$ cat src/rtl/serial_frame_address_crc_check_core_assert.svh
//------------------------------------------------------------------------------
// Serial frame check assertion macros
// Concurrent assertion shorthands on clock with synchronous reset disable.
//------------------------------------------------------------------------------
`ifndef SERIAL_FRAME_ADDRESS_CRC_CHECK_CORE_ASSERT_SVH
`define SERIAL_FRAME_ADDRESS_CRC_CHECK_CORE_ASSERT_SVH

// same-cycle implication
`define SFAC_ASSERT_SAME(name, ante, cons, msg) \
   name: assert property (@(posedge clock) disable iff (reset) (ante) |-> (cons)) \
      else $error(msg);

// next-cycle implication
`define SFAC_ASSERT_NEXT(name, ante, cons, msg) \
   name: assert property (@(posedge clock) disable iff (reset) (ante) |=> (cons)) \
      else $error(msg);

`endif

$ cat src/rtl/sfac_pkg.sv
//------------------------------------------------------------------------------
// Serial frame check package
// Item types, status codes, register indexes and the CRC-16 byte update.
//------------------------------------------------------------------------------
package sfac_pkg;

   localparam int unsigned    FRAME_LEN_W = 9;
   localparam logic [8:0]     MAX_FRAME   = 9'd256;
   localparam logic [8:0]     MIN_FRAME   = 9'd3;
   localparam logic [15:0]    CRC_START   = 16'hFFFF;
   localparam logic [15:0]    CRC_POLY    = 16'hA001;
   localparam logic [7:0]     SLAVE_ID_RESET  = 8'h01;
   localparam logic [7:0]     BROADCAST_RESET = 8'hFF;

   typedef enum logic [1:0] {
      STATUS_OK    = 2'd0,
      STATUS_ADDR  = 2'd1,
      STATUS_CRC   = 2'd2,
      STATUS_SHORT = 2'd3
   } status_type;

   typedef enum logic {
      CSR_SLAVE_ID  = 1'b0,
      CSR_BROADCAST = 1'b1
   } csr_index_type;

   typedef struct packed {
      logic [7:0] data_byte;
      logic       last_byte;
   } req_type;

   typedef struct packed {
      logic                   accepted;
      status_type             status;
      logic                   is_broadcast;
      logic [FRAME_LEN_W-1:0] frame_length;
   } rsp_type;

   function automatic logic [15:0] crc_feed(input logic [15:0] crc, input logic [7:0] b);
      logic [15:0] c;
      c = crc ^ {8'h00, b};
      for (int k = 0; k < 8; k++) begin
         c = c[0] ? ((c >> 1) ^ CRC_POLY) : (c >> 1);
      end
      return c;
   endfunction

endpackage

$ cat src/rtl/serial_frame_address_crc_check_core.sv
//------------------------------------------------------------------------------
// Serial frame address and CRC check core
// Takes one received frame byte per item with an end flag on the last byte.
// Tracks the frame address, runs CRC-16 (poly 0xA001, start 0xFFFF) over all
// bytes but the final two, and checks those two against it, low byte first.
// Channels: req_ carries data_byte and last_byte, rsp_ carries accepted,
// status, is_broadcast and frame_length, one result item per frame.
// csr_ writes slave_id (index 0) and broadcast_address (index 1); always ready.
// Throughput: one byte item per cycle while req_stall is low; the CRC byte
// update is combinational between the frame state and the result register.
// Results: registered in the output register, or in the skid entry while it stalls.
// Stall: results wait in an output register plus one skid entry; req_stall
// rises only when both hold a result, so bytes keep flowing under a short stall.
// Reset: clears frame state and results; slave_id becomes 1 and
// broadcast_address 255.
//------------------------------------------------------------------------------
module serial_frame_address_crc_check_core (
   input  logic              clock,
   input  logic              reset,
   input  logic              req_valid,
   output logic              req_stall,
   input  sfac_pkg::req_type req_data,
   output logic              rsp_valid,
   input  logic              rsp_stall,
   output sfac_pkg::rsp_type rsp_data,
   input  logic              csr_valid,
   output logic              csr_ready,
   input  logic              csr_index,
   input  logic [7:0]        csr_data
);
   import sfac_pkg::*;

   `include "serial_frame_address_crc_check_core_assert.svh"

   logic [7:0] slave_id_val_ff;
   logic [7:0] bcast_ff;
   logic       take;
   logic       push;
   logic       full;
   rsp_type    push_data;

   assign csr_ready   = 1'b1;
   assign req_stall   = full;
   assign take        = req_valid && !full;

   always_ff @(posedge clock) begin
      if (reset) begin
         slave_id_val_ff <= SLAVE_ID_RESET;
         bcast_ff        <= BROADCAST_RESET;
      end else if (csr_valid && csr_ready) begin
         unique case (csr_index_type'(csr_index))
            CSR_SLAVE_ID:  slave_id_val_ff <= csr_data;
            CSR_BROADCAST: bcast_ff        <= csr_data;
            default:       bcast_ff        <= bcast_ff;
         endcase
      end
   end

   sfac_frame u_frame (
      .clock             (clock),
      .reset             (reset),
      .take              (take),
      .req_data          (req_data),
      .slave_id          (slave_id_val_ff),
      .broadcast_address (bcast_ff),
      .push              (push),
      .push_data         (push_data)
   );

   sfac_rsp_buf u_rsp_buf (
      .clock     (clock),
      .reset     (reset),
      .push      (push),
      .push_data (push_data),
      .full      (full),
      .rsp_valid (rsp_valid),
      .rsp_stall (rsp_stall),
      .rsp_data  (rsp_data)
   );

   `SFAC_ASSERT_SAME(a_stall_needs_result, req_stall, rsp_valid, "input stalled with no result held")
   `SFAC_ASSERT_SAME(a_accept_matches_ok, rsp_valid, rsp_data.accepted == (rsp_data.status == STATUS_OK), "accepted flag disagrees with status")
   `SFAC_ASSERT_NEXT(a_last_gives_result, req_valid && !req_stall && req_data.last_byte, rsp_valid, "no result after last byte")
   `SFAC_ASSERT_SAME(a_length_nonzero, rsp_valid, rsp_data.frame_length != '0, "result with zero frame length")

endmodule

$ cat src/rtl/sfac_frame.sv
//------------------------------------------------------------------------------
// Serial frame check state
// Frame address, two-byte delay, running CRC and byte count; builds the
// result on the last byte and clears for the next frame.
//------------------------------------------------------------------------------
module sfac_frame (
   input  logic             clock,
   input  logic             reset,
   input  logic             take,
   input  sfac_pkg::req_type req_data,
   input  logic [7:0]       slave_id,
   input  logic [7:0]       broadcast_address,
   output logic             push,
   output sfac_pkg::rsp_type push_data
);
   import sfac_pkg::*;

   logic [15:0] crc_ff, crc_in;
   logic [15:0] dly_ff, dly_in;
   logic [7:0]  addr_ff, addr_in;
   logic [FRAME_LEN_W-1:0] count_ff, count_in;
   status_type  status;
   logic        bcast;

   always_comb begin
      addr_in  = (count_ff == '0) ? req_data.data_byte : addr_ff;
      crc_in   = (count_ff >= 9'd2) ? crc_feed(crc_ff, dly_ff[15:8]) : crc_ff;
      dly_in   = {dly_ff[7:0], req_data.data_byte};
      count_in = (count_ff < MAX_FRAME) ? count_ff + 9'd1 : count_ff;

      bcast = (addr_in == broadcast_address);
      if (count_in < MIN_FRAME) begin
         status = STATUS_SHORT;
      end else if (addr_in != slave_id && !bcast) begin
         status = STATUS_ADDR;
      end else if (dly_in[15:8] != crc_in[7:0] || dly_in[7:0] != crc_in[15:8]) begin
         status = STATUS_CRC;
      end else begin
         status = STATUS_OK;
      end

      push                   = take && req_data.last_byte;
      push_data.accepted     = (status == STATUS_OK);
      push_data.status       = status;
      push_data.is_broadcast = bcast;
      push_data.frame_length = count_in;
   end

   always_ff @(posedge clock) begin
      if (reset) begin
         crc_ff   <= CRC_START;
         dly_ff   <= '0;
         addr_ff  <= '0;
         count_ff <= '0;
      end else if (take) begin
         if (req_data.last_byte) begin
            crc_ff   <= CRC_START;
            dly_ff   <= '0;
            addr_ff  <= '0;
            count_ff <= '0;
         end else begin
            crc_ff   <= crc_in;
            dly_ff   <= dly_in;
            addr_ff  <= addr_in;
            count_ff <= count_in;
         end
      end
   end

endmodule

$ cat src/rtl/sfac_rsp_buf.sv
//------------------------------------------------------------------------------
// Serial frame check result buffer
// Output register with one skid entry; stalls the input only when both hold.
//------------------------------------------------------------------------------
module sfac_rsp_buf (
   input  logic              clock,
   input  logic              reset,
   input  logic              push,
   input  sfac_pkg::rsp_type push_data,
   output logic              full,
   output logic              rsp_valid,
   input  logic              rsp_stall,
   output sfac_pkg::rsp_type rsp_data
);
   import sfac_pkg::*;

   logic    out_valid_ff;
   logic    skid_valid_ff;
   rsp_type out_ff;
   rsp_type skid_ff;
   logic    pop;

   assign pop       = out_valid_ff && !rsp_stall;
   assign full      = skid_valid_ff;
   assign rsp_valid = out_valid_ff;
   assign rsp_data  = out_ff;

   always_ff @(posedge clock) begin
      if (reset) begin
         out_valid_ff  <= 1'b0;
         skid_valid_ff <= 1'b0;
      end else if (skid_valid_ff) begin
         if (pop) begin
            out_ff        <= skid_ff;
            skid_valid_ff <= 1'b0;
         end
      end else if (push) begin
         if (!out_valid_ff || pop) begin
            out_ff       <= push_data;
            out_valid_ff <= 1'b1;
         end else begin
            skid_ff       <= push_data;
            skid_valid_ff <= 1'b1;
         end
      end else if (pop) begin
         out_valid_ff <= 1'b0;
      end
   end

endmodule
$ cat config.mk
export PLATFORM = sky130hd
export DESIGN_NAME = serial_frame_address_crc_check_core
export DESIGN_NICKNAME = d
export VERILOG_FILES = /design/src/rtl/sfac_pkg.sv /design/src/rtl/serial_frame_address_crc_check_core.sv /design/src/rtl/sfac_frame.sv /design/src/rtl/sfac_rsp_buf.sv
export VERILOG_INCLUDE_DIRS = /design/src /design/src/rtl
export SDC_FILE = /design/constraint.sdc
export NUM_CORES = 1
export LEC_CHECK = 0
export BUFFER_PORTS_ARGS = -buffer_cell sky130_fd_sc_hd__buf_2
export CAP_MARGIN = 20
export CORE_MARGIN = 2
export CORE_UTILIZATION = 40
export CTS_CLUSTER_SIZE = 40
export DETAILED_ROUTE_END_ITERATION = 7
export PLACE_DENSITY = 0.62
export SLEW_MARGIN = 10
export SYNTH_ARGS = -nofsm -noshare
export SYNTH_HDL_FRONTEND = slang
export SYNTH_SLANG_ARGS = --single-unit
$ cat constraint.sdc
create_clock -name clock -period 4.64 [get_ports clock]
set_clock_uncertainty 0.2 [all_clocks]
set_input_delay 0.232 -clock clock [delete_from_list [all_inputs] [get_ports clock]]
set_output_delay 0.232 -clock clock [all_outputs]
set_load 0.005 [all_outputs]
# Word level (Yosys, flattened, before mapping)

Cells that the tools add are included.

Equality and inequality tests: 6
Mux-type cells: 29
Reductions and logical operators: 20
Bitwise gates (word level): 13
$lt $le $gt $ge: 3
Add/sub/neg operators: 1

Operators by type and width:

| kind                                                                   | number |
|---|---|
| 16-bit 2-to-1 mux                                                      | 11 |
| 13-bit 2-to-1 mux                                                      | 4 |
| 8-bit != test                                                          | 3 |
| 2-bit inverter with 3-bit output                                       | 8 |
| 9-bit 2-to-1 mux                                                       | 2 |
| 8-bit 2-to-1 mux                                                       | 2 |
| 16-bit by 8-bit XOR with 16-bit output                                 | 1 |
| 9-bit by 1-bit adder with 9-bit output (second input constant)         | 1 |
| 9-bit by 2-bit >= comparator with 1-bit output (second input constant) | 1 |
| 9-bit zero test                                                        | 1 |
| 9-bit by 2-bit < comparator with 1-bit output (second input constant)  | 1 |
| 9-bit < comparator (second input constant)                             | 1 |
| 8-bit equality test                                                    | 1 |
| 4-bit AND reduction                                                    | 2 |
| 1-bit 2-to-1 mux                                                       | 7 |
| 2-bit 2-to-1 mux                                                       | 3 |
| 2-bit nonzero test                                                     | 3 |
| 1-bit logical AND                                                      | 4 |
| 1-bit zero test                                                        | 4 |
| 1-bit inverter                                                         | 4 |
| 2-bit AND reduction                                                    | 2 |
| 3-bit AND reduction                                                    | 1 |
| 2-bit zero test                                                        | 1 |
| 1-bit logical OR                                                       | 2 |
| 2 further kinds                                                        | 2 |

Bits in registers: 93
Input port bits: 23

# Logic depth before layout (Yosys ltp)

Gate-level depths: netlist of the first run.

Word-level depth: 27
Depth in mapped cells: 9

# Modules after synthesis

A second synthesis of the first run with hierarchy kept.

Cell total of the unflattened synthesis: 500
Area, all modules: 4927.2 um^2

By module, submodules not included:

| module                              | seq. area each (um^2) | cells an instance | area an instance (um^2) | instances |
|---|---|---|---|---|
| sfac_frame                          | 980.9                 | 381               | 3130.5                  | 1 |
| sfac_rsp_buf                        | 820.8                 | 53                | 1092.3                  | 1 |
| serial_frame_address_crc_check_core | 320.3                 | 66                | 704.4                   | 1 |

# Least setup slack after synthesis of the first run

Ideal clock, no wire load.

Kind: register to register
Start: register u_frame.crc_ff[6]
End: register u_rsp_buf.out_ff, in the netlist u_rsp_buf.rsp_data[12], data pin
Path slack: 1690 ps
Arrival: 2571 ps
Required time: 4260 ps
Cell stages (with the launch flop): 8
Setup time: 180 ps
Cells stage by stage: dfxtp_1 > xnor2_1 > xnor3_1 > xnor3_2 > or3_1 > a31oi_1 > or3b_1 > o41ai_2

Longest elaborated chain between the ends: 20
Elaborated cells on any way between the ends: 21
Those cells by class: 2 x eq/ne; 15 x mux; 2 x bitwise; 2 x reduce/logical

RTL lines:

| item                                       | line               | source |
|---|---|---|
| start, declared                            | sfac_frame.sv:18   | `logic [15:0] crc_ff, crc_in;` |
| start signal, assigned                     | sfac_frame.sv:62   | `crc_ff <= crc_in;` |
| 16-bit by 8-bit XOR with 16-bit output     | sfac_pkg.sv:41     | `c = crc ^ {8'h00, b};` |
| 16-bit 2-to-1 mux (5 in a row)             | sfac_pkg.sv:43     | `c = c[0] ? ((c >> 1) ^ CRC_POLY) : (c >> 1);` |
| 2-bit inverter with 3-bit output (no line) | --                 |  |
| 16-bit 2-to-1 mux (3 in a row)             | sfac_pkg.sv:43     |  |
| 16-bit 2-to-1 mux (*)                      | sfac_frame.sv:27   | `crc_in = (count_ff >= 9'd2) ? crc_feed(crc_ff, dly_ff[15:8]) : crc_ff;` |
| 8-bit != test                              | sfac_frame.sv:36   | `end else if (dly_in[15:8] != crc_in[7:0] \|\| dly_in[7:0] != crc_in[15:8]) begin` |
| 1-bit logical OR (*)                       | sfac_frame.sv:36   |  |
| 2-bit 2-to-1 mux (*)                       | sfac_frame.sv:36   |  |
| 2-bit 2-to-1 mux (*)                       | sfac_frame.sv:34   | `end else if (addr_in != slave_id && !bcast) begin` |
| 2-bit 2-to-1 mux (*)                       | sfac_frame.sv:32   | `if (count_in < MIN_FRAME) begin` |
| 2-bit zero test (*)                        | sfac_frame.sv:43   | `push_data.accepted = (status == STATUS_OK);` |
| 13-bit 2-to-1 mux (*)                      | sfac_rsp_buf.sv:38 | `if (!out_valid_ff \|\| pop) begin` |
| 13-bit 2-to-1 mux (*)                      | sfac_rsp_buf.sv:37 | `end else if (push) begin` |
| 13-bit 2-to-1 mux (*)                      | sfac_rsp_buf.sv:32 | `end else if (skid_valid_ff) begin` |
| end signal, assigned                       | sfac_rsp_buf.sv:34 | `out_ff <= skid_ff;` |
| end signal, assigned                       | sfac_rsp_buf.sv:39 | `out_ff <= push_data;` |
| end, declared                              | sfac_rsp_buf.sv:19 | `rsp_type out_ff;` |

Every way passes the cells marked *; elsewhere a longest branch is shown, timed or not. The select of a mux whose other input is x is not followed.
A chain may end at the register's enable or synchronous reset.

# Worst setup path in the final report of the first run

Start: register u_frame.count_ff[3]
End: register u_rsp_buf.out_ff, in the netlist u_rsp_buf.rsp_data[12], data pin

Longest elaborated chain between the ends: 11
Elaborated cells on any way between the ends: 22
Those cells by class: 1 x add/sub; 3 x order compare; 4 x eq/ne; 9 x mux; 5 x reduce/logical

RTL lines:

| item                                                                           | line               | source |
|---|---|---|
| start, declared                                                                | sfac_frame.sv:21   | `logic [FRAME_LEN_W-1:0] count_ff, count_in;` |
| start signal, assigned                                                         | sfac_frame.sv:65   | `count_ff <= count_in;` |
| branches (longest 6 deep; another with 9-bit by 1-bit adder with 9-bit output) | --                 |  |
| 2-bit 2-to-1 mux (*)                                                           | sfac_frame.sv:32   |  |
| 2-bit zero test (*)                                                            | sfac_frame.sv:43   |  |
| 13-bit 2-to-1 mux (*)                                                          | sfac_rsp_buf.sv:38 |  |
| 13-bit 2-to-1 mux (*)                                                          | sfac_rsp_buf.sv:37 |  |
| 13-bit 2-to-1 mux (*)                                                          | sfac_rsp_buf.sv:32 |  |

Every way passes the cells marked *. The select of a mux whose other input is x is not followed.

==> results.py, run 1 <==
metrics = {
    "worst_setup_path": {
        "critical_path_class": "flip-flop to flip-flop",
        "cp_cell_sequence": "nor4_4 > nand2_1 > or3_1 > and3_1 > or3_1 > or3b_1 > o41ai_2",
        "r2r-start": "u_frame.count_ff[3]",
        "crit_slowest_cell": "sky130_fd_sc_hd__or3_1",
        "worst_path_largest_cell_delay_ns": 0.46,
        "timing.critical_path.mode_cell": "sky130_fd_sc_hd__or3_1",
        "crit_path_end_kind": "flip-flop",
        "r2r_slack_ns": 1.21,
        "worst_r2r_path_depth": 7,
        "required_ns": 4.61,
        "worstReg2RegEnd": "u_rsp_buf.rsp_data[12]",
        "cp_max_fo": 14,
        "cp_data_arrival_time_ns": 3.40,
        "launching_element_type_of_the_critical_path": "flip-flop",
        "critical_path.top_delay_family": "simple AND/OR/NAND/NOR gates",
        "cp_num_buf_inv": 0,
    },
    "cells_and_area": {
        "ff_latch_area_um2": 2120,
        "fill_cells": 1170,
        "layout.cells.most_common_list": "70 x sky130_fd_sc_hd__nand2_1, 67 x sky130_fd_sc_hd__dfxtp_1, 37 x sky130_fd_sc_hd__buf_2, 33 x sky130_fd_sc_hd__a21oi_1, 32 x sky130_fd_sc_hd__nor2_1",
        "share_of_post_route_cells_with_drive_strength_above_1_pct": 14.5,
        "postLayoutCellArea_um2": 5630,
        "layout.cells.most_common": "sky130_fd_sc_hd__nand2_1",
        "inserted_diodes": 0,
        "multi_input_comb_area_um2": 2630,
        "final_nets": 586,
        "layout-area-overhead-vs-synth_pct": 13.4,
        "finalNonFillerCells": 734,
    },
    "drt": {
        "wl_mm": 12.3,
        "drt-wirelength-per-cell_um": 16.7,
        "number_of_drc_violations_after_detailed_routing_iteration_0": 244,
        "final_antenna_net_count": 0,
        "via_per_inst": 5.53,
        "dr_total_vias": 4062,
        "drc": 0,
        "count_of_tritonroute_iterations_in_the_first_routing_pass": 5,
    },
    "timing": {
        "layout_setup_ws_ns": 1.21,
        "clock.fmax_mhz": 291,
        "fin_setup_tns_ns": 0,
        "timing.slew.headroom_pct": 31.5,
        "min_clock_period_post_route_ns": 3.43,
        "timing.final.crit_share_pct": 74.0,
        "grt_setup_unrepaired": "no",
        "tightestPinTransition_ns": 1.02,
        "finalMaxSlewViolations": 0,
        "timing_hold_violations_final": 0,
        "setup_viol": 0,
    },
    "global_routing": {
        "grt_first_pass_wirelength_mm": 20.3,
        "first_global_vias": 4048,
        "globalRoute.busiestLayer": "met2",
        "grt_util_met1_pct": 25.9,
        "grt_antenna_before_repair": 0,
        "grtUsageMet3_pct": 4.16,
        "grt_use_met2_pct": 31.5,
        "grt_max_degree": 54,
        "grt_remaining_overflow": 0,
        "groute.usage.overall_pct": 19.4,
    },
    "floorplan": {
        "die-height_um": 115,
        "floorplan.io_pins": 39,
        "die_area_um2": 13300,
        "floorplan.initialDensity_pct": 41.2,
        "placementRows": 40,
        "fp.coreArea_um2": 12100,
        "die_x_um": 115,
    },
    "synth": {
        "yosys_warnings": 0,
        "synthesized_nets": 556,
        "ys_seq_elements": 93,
        "synth_area_um2": 4960,
        "synth.lib_cells_used.distinct": 71,
        "synth_edf_count": 26,
        "syn-mean-instance-area_um2": 9.35,
        "syn_inst": 531,
        "async_flop_share_pct": 0,
        "share_of_synthesized_area_occupied_by_flip_flops_and_latches_pct": 42.8,
        "synth_ff_type": "sky130_fd_sc_hd__dfxtp_1",
    },
    "worst_hold_path": {
        "min-delay-path-class": "input pin to flip-flop",
        "whs_endpoint": "u_frame.addr_ff[0]",
        "hold_path_depth": 3,
        "hold_start": "req_data[1]",
    },
    "placed_design": {
        "portBuffers": 37,
        "detailed_place.area_um2": 5260,
        "placed_cells_incl_taps": 709,
        "dpl.hpwl_mm": 8.66,
        "dp_slack_ns": 1.27,
        "routabilityCongestion": 0.929,
    },
    "power": {
        "power.ir.vdd_worst_mv": 0.162,
        "power.density_nw_per_um2": 316,
        "p_leak_nw": 2.21,
        "p_int_mw": 1.31,
        "power.share.switching_pct": 26.4,
        "seq_power_share_pct": 49.1,
        "total_switching_power_uw": 469,
        "pwr-share-comb_pct": 10.9,
        "pwr-share-clk_pct": 40.0,
    },
    "outcome": {
        "outcome": "complete, no violations",
    },
    "flow_run": {
        "max_cap_violations": 0,
    },
    "clocking": {
        "clock_pin_transition_on_the_worst_setup_and_hold_timing_paths_ns": 0.07,
        "cts-htree-levels": 3,
        "tritoncts": "yes",
        "postCtsResizedCells": 0,
        "ctsRootBufferMaster": "sky130_fd_sc_hd__clkbuf_16",
        "buffer_depth_of_the_longest_clock_path": 2,
        "cts_made_buffers": 9,
        "worstSkewPairLatency_ns": 0.36,
        "cts.sink_count": 93,
    },
}
final cells by class:
class | count | share of cell area, %
Clock buffer | 10 | 4.07
Clock inverter | 6 | 0.956
Timing Repair Buffer | 50 | 5.38
Sequential cell | 93 | 37.7
Multi-Input combinational cell | 387 | 46.8
Inverter | 20 | 1.33
Tap cell | 168 | 3.74
power groups by stage:
stage	Clock, mW	Sequential, mW	Combinational (mW)
floorplan	0	0.886	0.134
global placement	0	0.891	0.185
detailed placement	0	0.892	0.187
CTS	0.724	0.873	0.193
global route	0.760	0.876	0.213
finish	0.711	0.874	0.194
worst min-delay path, cell delays in order:
cell and delay (ns):
sky130_fd_sc_hd__buf_2 0.15, sky130_fd_sc_hd__a22oi_1 0.08, sky130_fd_sc_hd__nor2_1 0.08
synthesized netlist by cell type (all sizes together) (5+ instances only):
library cell | instances | area [um^2]
dfxtp | 67 | 1340
xnor2 | 32 | 288
nand2 | 70 | 263
edfxtp | 26 | 781
mux2i | 8 | 80.1
or3 | 5 | 31.3
a211o | 8 | 70.1
nand3b | 11 | 82.6
and3 | 15 | 93.8
nor3 | 16 | 96.4
o21ai | 14 | 70.1
nor4 | 10 | 90.1
xor2 | 16 | 140
nand3 | 15 | 75.1
buf | 7 | 47.6
mux2 | 9 | 101
o22ai | 8 | 50.1
a21oi | 33 | 165
xnor3 | 7 | 159
inv | 20 | 75.1
nor2 | 34 | 138
clkbuf | 24 | 90.1
a22oi | 14 | 105
o211ai | 11 | 82.6
metal layers:
metal	share of wire, %	routed length (um)	vias up
met5	0	0	-
met2	46	5650	131
met3	5.4	660	25
met1	47	5730	1932
li1	-	-	1974
met4	2.0	240	0
registers in the layout, summed over array words and instances, names as in the netlist:
name	cells
bcast_ff	8
slave_id_val_ff	8
u_frame.addr_ff	8
u_frame.count_ff	9
u_frame.crc_ff	16
u_frame.dly_ff	16
u_rsp_buf.full	1
u_rsp_buf.rsp_data	13
u_rsp_buf.rsp_valid	1
u_rsp_buf.skid_ff	13
cells by family after synthesis:
logic type | share of synthesized area (%)
compound gates | 15.6
xor+xnor | 12.3
fa+ha+maj | 0.504
buf+inv | 4.29
flops | 42.8
mux | 3.66
other cells | 0.0756
simple gates | 20.8
worst max-delay path by stage:
stage | startpoint | endpoint | slack, ns | depth (start not counted)
floorplan | u_frame.crc_ff[6] | u_rsp_buf.rsp_data[12] | 1.69 | 7
global placement | u_frame.count_ff[3] | u_rsp_buf.rsp_data[12] | 1.34 | 7
detailed placement | u_frame.count_ff[3] | u_rsp_buf.rsp_data[12] | 1.27 | 7
CTS | u_frame.count_ff[3] | u_rsp_buf.rsp_data[12] | 1.23 | 7
global route | u_frame.count_ff[3] | u_rsp_buf.rsp_data[12] | 1.04 | 7
finish | u_frame.count_ff[3] | u_rsp_buf.rsp_data[12] | 1.21 | 7
stage by stage:
step	power [mW]	utilization [%]	hold WS (ns)
after floorplan	1.02	-	0.156
after global placement	1.08	43.6	0.254
after detailed placement	1.08	43.6	0.257
after CTS	1.79	46.6	0.0209
after global routing	1.85	46.6	0.0237
final	1.78	46.6	0.0273
what timing repair did:
item / in CTS / in global routing
hold buffers: 8 / 0
buffers inserted: 0 / 0
setup endpoints to repair: 0 / 0
hold endpoints to repair: 8 / 0
No activity file was read; power rests on OpenSTA's default activity.
==> inputs of run 2 (changes only) <==
--- a/config.mk
+++ b/config.mk
@@ -6,6 +6,7 @@
 export SDC_FILE = /design/constraint.sdc
 export NUM_CORES = 1
 export LEC_CHECK = 0
+export ABC_AREA = 1
 export BUFFER_PORTS_ARGS = -buffer_cell sky130_fd_sc_hd__buf_2
 export CAP_MARGIN = 20
 export CORE_MARGIN = 2
==> constraint.sdc (replaced) <==
create_clock -name clock -period 3.2 [get_ports clock]
set_clock_uncertainty 0.2 [all_clocks]
set_input_delay 0.16 -clock clock [delete_from_list [all_inputs] [get_ports clock]]
set_output_delay 0.16 -clock clock [all_outputs]
set_load 0.005 [all_outputs]
==> run 2 against run 1 <==
Effect of this change:
- clock-buffer cell count is the same
- first-iteration DRC count grew 4.9%
- cell count grew 23%
- critical path type unchanged
- largest power group unchanged
==> results.py, run 2 <==
metrics = {
    "placed_design": {
        "detailed_place.area_um2": 5240,
        "placed_cells_incl_taps": 870,
        "dpl.hpwl_mm": 8.21,
        "routabilityCongestion": 0.839,
        "portBuffers": 37,
    },
    "cells_and_area": {
        "layout.cells.most_common_list": "271 x sky130_fd_sc_hd__nand2_1, 67 x sky130_fd_sc_hd__dfxtp_1, 63 x sky130_fd_sc_hd__inv_1, 56 x sky130_fd_sc_hd__nand3_1, 44 x sky130_fd_sc_hd__nor2_1",
        "inserted_diodes": 0,
        "postLayoutCellArea_um2": 5720,
        "layout.cells.most_common": "sky130_fd_sc_hd__nand2_1",
        "reg_top3": "u_frame.crc_ff (16), u_frame.dly_ff (16)",
        "final_nets": 777,
        "layout-area-overhead-vs-synth_pct": 15.8,
        "share_of_post_route_cells_with_drive_strength_above_1_pct": 11.6,
        "finalNonFillerCells": 904,
    },
    "synth": {
        "synth_edf_count": 26,
        "synth_top_cell_area_share_pct": 27.2,
        "async_flop_share_pct": 0,
        "ys_seq_elements": 93,
        "synthesized_nets": 727,
        "syn_inst": 702,
        "yosys_warnings": 0,
        "syn-mean-instance-area_um2": 7.03,
        "synth_area_um2": 4940,
        "synth_area_leaders": "sky130_fd_sc_hd__dfxtp_1 27%, sky130_fd_sc_hd__nand2_1 21%, sky130_fd_sc_hd__edfxtp_1 16%",
        "synth_ff_type": "sky130_fd_sc_hd__dfxtp_1",
        "share_of_synthesized_area_occupied_by_flip_flops_and_latches_pct": 43.0,
        "ys_top_cells_by_count": "271 x sky130_fd_sc_hd__nand2_1, 67 x sky130_fd_sc_hd__dfxtp_1, 63 x sky130_fd_sc_hd__inv_1, 56 x sky130_fd_sc_hd__nand3_1, 44 x sky130_fd_sc_hd__nor2_1",
        "synth_most_common_cell": "sky130_fd_sc_hd__nand2_1",
        "synth.lib_cells_used.distinct": 38,
        "synth_largest_area_cell": "sky130_fd_sc_hd__dfxtp_1",
    },
    "power": {
        "power.ir.vdd_worst_mv": 0.210,
        "power.density_nw_per_um2": 473,
        "p_leak_nw": 2.64,
    },
    "timing": {
        "timing.slew.headroom_pct": 48.2,
        "fin_setup_tns_ns": 0,
        "clock.fmax_mhz": 368,
        "grt_setup_unrepaired": "no",
        "finalMaxSlewViolations": 0,
        "timing_hold_violations_final": 0,
        "tightestPinTransition_ns": 0.772,
        "setup_viol": 0,
        "timing.final.crit_share_pct": 85.0,
        "min_clock_period_post_route_ns": 2.72,
    },
    "global_routing": {
        "grt_max_degree": 42,
        "grt_remaining_overflow": 0,
        "first_global_vias": 4174,
        "grt_antenna_before_repair": 0,
        "groute.usage.overall_pct": 18.4,
        "grt_first_pass_wirelength_mm": 19.5,
    },
    "worst_setup_path": {
        "critical_path_class": "flip-flop to flip-flop",
        "r2r_slack_ns": 0.48,
        "crit_path_end_kind": "flip-flop",
        "cp_max_fo": 24,
        "launching_element_type_of_the_critical_path": "flip-flop",
        "worst_r2r_path_depth": 17,
        "worstReg2RegEnd": "u_rsp_buf.rsp_data[11]",
        "setup.worst_path.start": "u_frame.count_ff[8]",
        "cp_data_arrival_time_ns": 2.62,
        "crit_end": "u_rsp_buf.rsp_data[11]",
        "required_ns": 3.10,
        "r2r-start": "u_frame.count_ff[8]",
    },
    "clocking": {
        "buffer_depth_of_the_longest_clock_path": 2,
        "cts.sink_count": 93,
        "postCtsSetupRepairBufs": 0,
        "postCtsResizedCells": 0,
        "worstSkewPairLatency_ns": 0.34,
        "cts-htree-levels": 3,
        "cts_made_buffers": 9,
        "ctsRootBufferMaster": "sky130_fd_sc_hd__clkbuf_16",
        "clock_pin_transition_on_the_worst_setup_and_hold_timing_paths_ns": 0.07,
        "tritoncts": "yes",
    },
    "drt": {
        "number_of_drc_violations_after_detailed_routing_iteration_0": 256,
        "via_per_inst": 4.98,
        "drt-wirelength-per-cell_um": 12.8,
        "wl_mm": 11.6,
        "final_antenna_net_count": 0,
        "drc": 0,
        "dr_total_vias": 4498,
        "count_of_tritonroute_iterations_in_the_first_routing_pass": 4,
    },
    "floorplan": {
        "die_area_um2": 13200,
        "die_x_um": 115,
        "floorplan.initialDensity_pct": 41.1,
        "floorplan.io_pins": 39,
        "fp.coreArea_um2": 12000,
        "die-height_um": 115,
        "placementRows": 40,
    },
    "outcome": {
        "outcome": "complete, no violations",
    },
    "worst_hold_path": {
        "hold_path_depth": 4,
        "min-delay-path-class": "input pin to flip-flop",
    },
    "flow_run": {
        "max_cap_violations": 0,
    },
}
==> run 2: cell types whose count changed after synthesis, moves of 8 or more <==
cell / previous run / this run
sky130_fd_sc_hd__a211o_1: 8 / 0
sky130_fd_sc_hd__a22oi_1: 14 / 1
sky130_fd_sc_hd__and3_1: 15 / 0
sky130_fd_sc_hd__clkbuf_1: 24 / 15
sky130_fd_sc_hd__inv_1: 20 / 63
sky130_fd_sc_hd__mux2_2: 9 / 0
sky130_fd_sc_hd__mux2i_1: 8 / 0
sky130_fd_sc_hd__nand2_1: 70 / 271
sky130_fd_sc_hd__nand3_1: 15 / 56
sky130_fd_sc_hd__nor2_1: 32 / 44
sky130_fd_sc_hd__nor3_1: 14 / 3
sky130_fd_sc_hd__o21ai_0: 10 / 21
sky130_fd_sc_hd__xnor2_1: 31 / 2
==> run 2: per-stage QoR <==
stage | utilization, % | worst slack, ns | hold WS (ns) | power, mW
finish | 47.6 | 0.479 | 0.0332 | 2.70
global route | 47.6 | 0.171 | 0.0720 | 2.83
CTS | 47.6 | 0.464 | 0.0161 | 2.73
detailed placement | 43.6 | 0.475 | 0.178 | 1.65
global placement | 43.6 | 0.544 | 0.173 | 1.64
floorplan | - | 0.727 | 0.0732 | 1.55
==> run 2: worst max-delay path, cell delays in order (launching register included) <==
cell and delay (ns):
sky130_fd_sc_hd__dfxtp_1 0.52, sky130_fd_sc_hd__inv_6 0.07, sky130_fd_sc_hd__nand2_4 0.09, sky130_fd_sc_hd__nor2_2 0.04, sky130_fd_sc_hd__nand2_2 0.33, sky130_fd_sc_hd__nand3_1 0.16, sky130_fd_sc_hd__nand3_1 0.10, sky130_fd_sc_hd__nand2_1 0.05
sky130_fd_sc_hd__nor2_1 0.12, sky130_fd_sc_hd__nand2_1 0.07, sky130_fd_sc_hd__nor2_1 0.08, sky130_fd_sc_hd__nand3_1 0.08, sky130_fd_sc_hd__nor2_1 0.11, sky130_fd_sc_hd__nand3_1 0.12, sky130_fd_sc_hd__o21bai_1 0.14, sky130_fd_sc_hd__nand2_1 0.08
sky130_fd_sc_hd__nand2_1 0.06, sky130_fd_sc_hd__nand2_1 0.05
==> run 2: kinds of logic after synthesis <==
| group | count (synthesis) | synth area share (%) |
|---|---|---|
| AOI/OAI and AO/OA | 88 | 10.6 |
| xor gates and xnor gates | 22 | 3.90 |
| adders and majority gates | 2 | 0.507 |
| buffers and inverters | 97 | 8.16 |
| DFF | 93 | 43.0 |
| other | 1 | 0.0760 |
| and+or+nand+nor | 399 | 33.7 |
==> run 2: area by class of cell <==
cell class              instances  area (um^2)
inverters                      74          283
fillers                      1192         6300
multi-input cells             512         2420
flip-flops and latches         93         2120
repair buffers                 62          418
well taps                     147          184
clock inverters                 6         63.8
clock buffers                  10          229
==> run 2: where the power goes <==
part           switching [mW]  internal (mW)  leakage [nW]
Combinational           0.225          0.133          1.70
Sequential             0.0286           1.25         0.800
Clock                   0.461          0.607         0.142
Total                   0.715           1.99          2.64
==> run 2: worst min-delay path by stage <==
stage                startpoint                  to  slack [ns]
floorplan           csr_data[0]         bcast_ff[0]        0.07
global placement    csr_data[5]         bcast_ff[5]        0.17
detailed placement  csr_data[7]         bcast_ff[7]        0.18
CTS                   csr_index  slave_id_val_ff[0]        0.02
global route        req_data[0]      u_rsp_buf.full        0.07
finish                csr_index  slave_id_val_ff[0]        0.03
==> run 2: timing repair <==
| action | 4_1_cts | 5_1_grt |
|---|---|---|
| hold buffers | 18 | 0 |
| hold endpoints to repair | 26 | 0 |
| setup endpoints to repair | 0 | 0 |
==> run 2: metal layers <==
metal	wire, um	global-route usage [%]	part of all wire [%]	up-vias
li1	-	-	-	2345
met1	5200	22.9	45	2054
met2	5730	31.8	49	82
met3	443	3.37	3.8	17
met4	223	6.91	1.9	0
met5	0	0	0	-
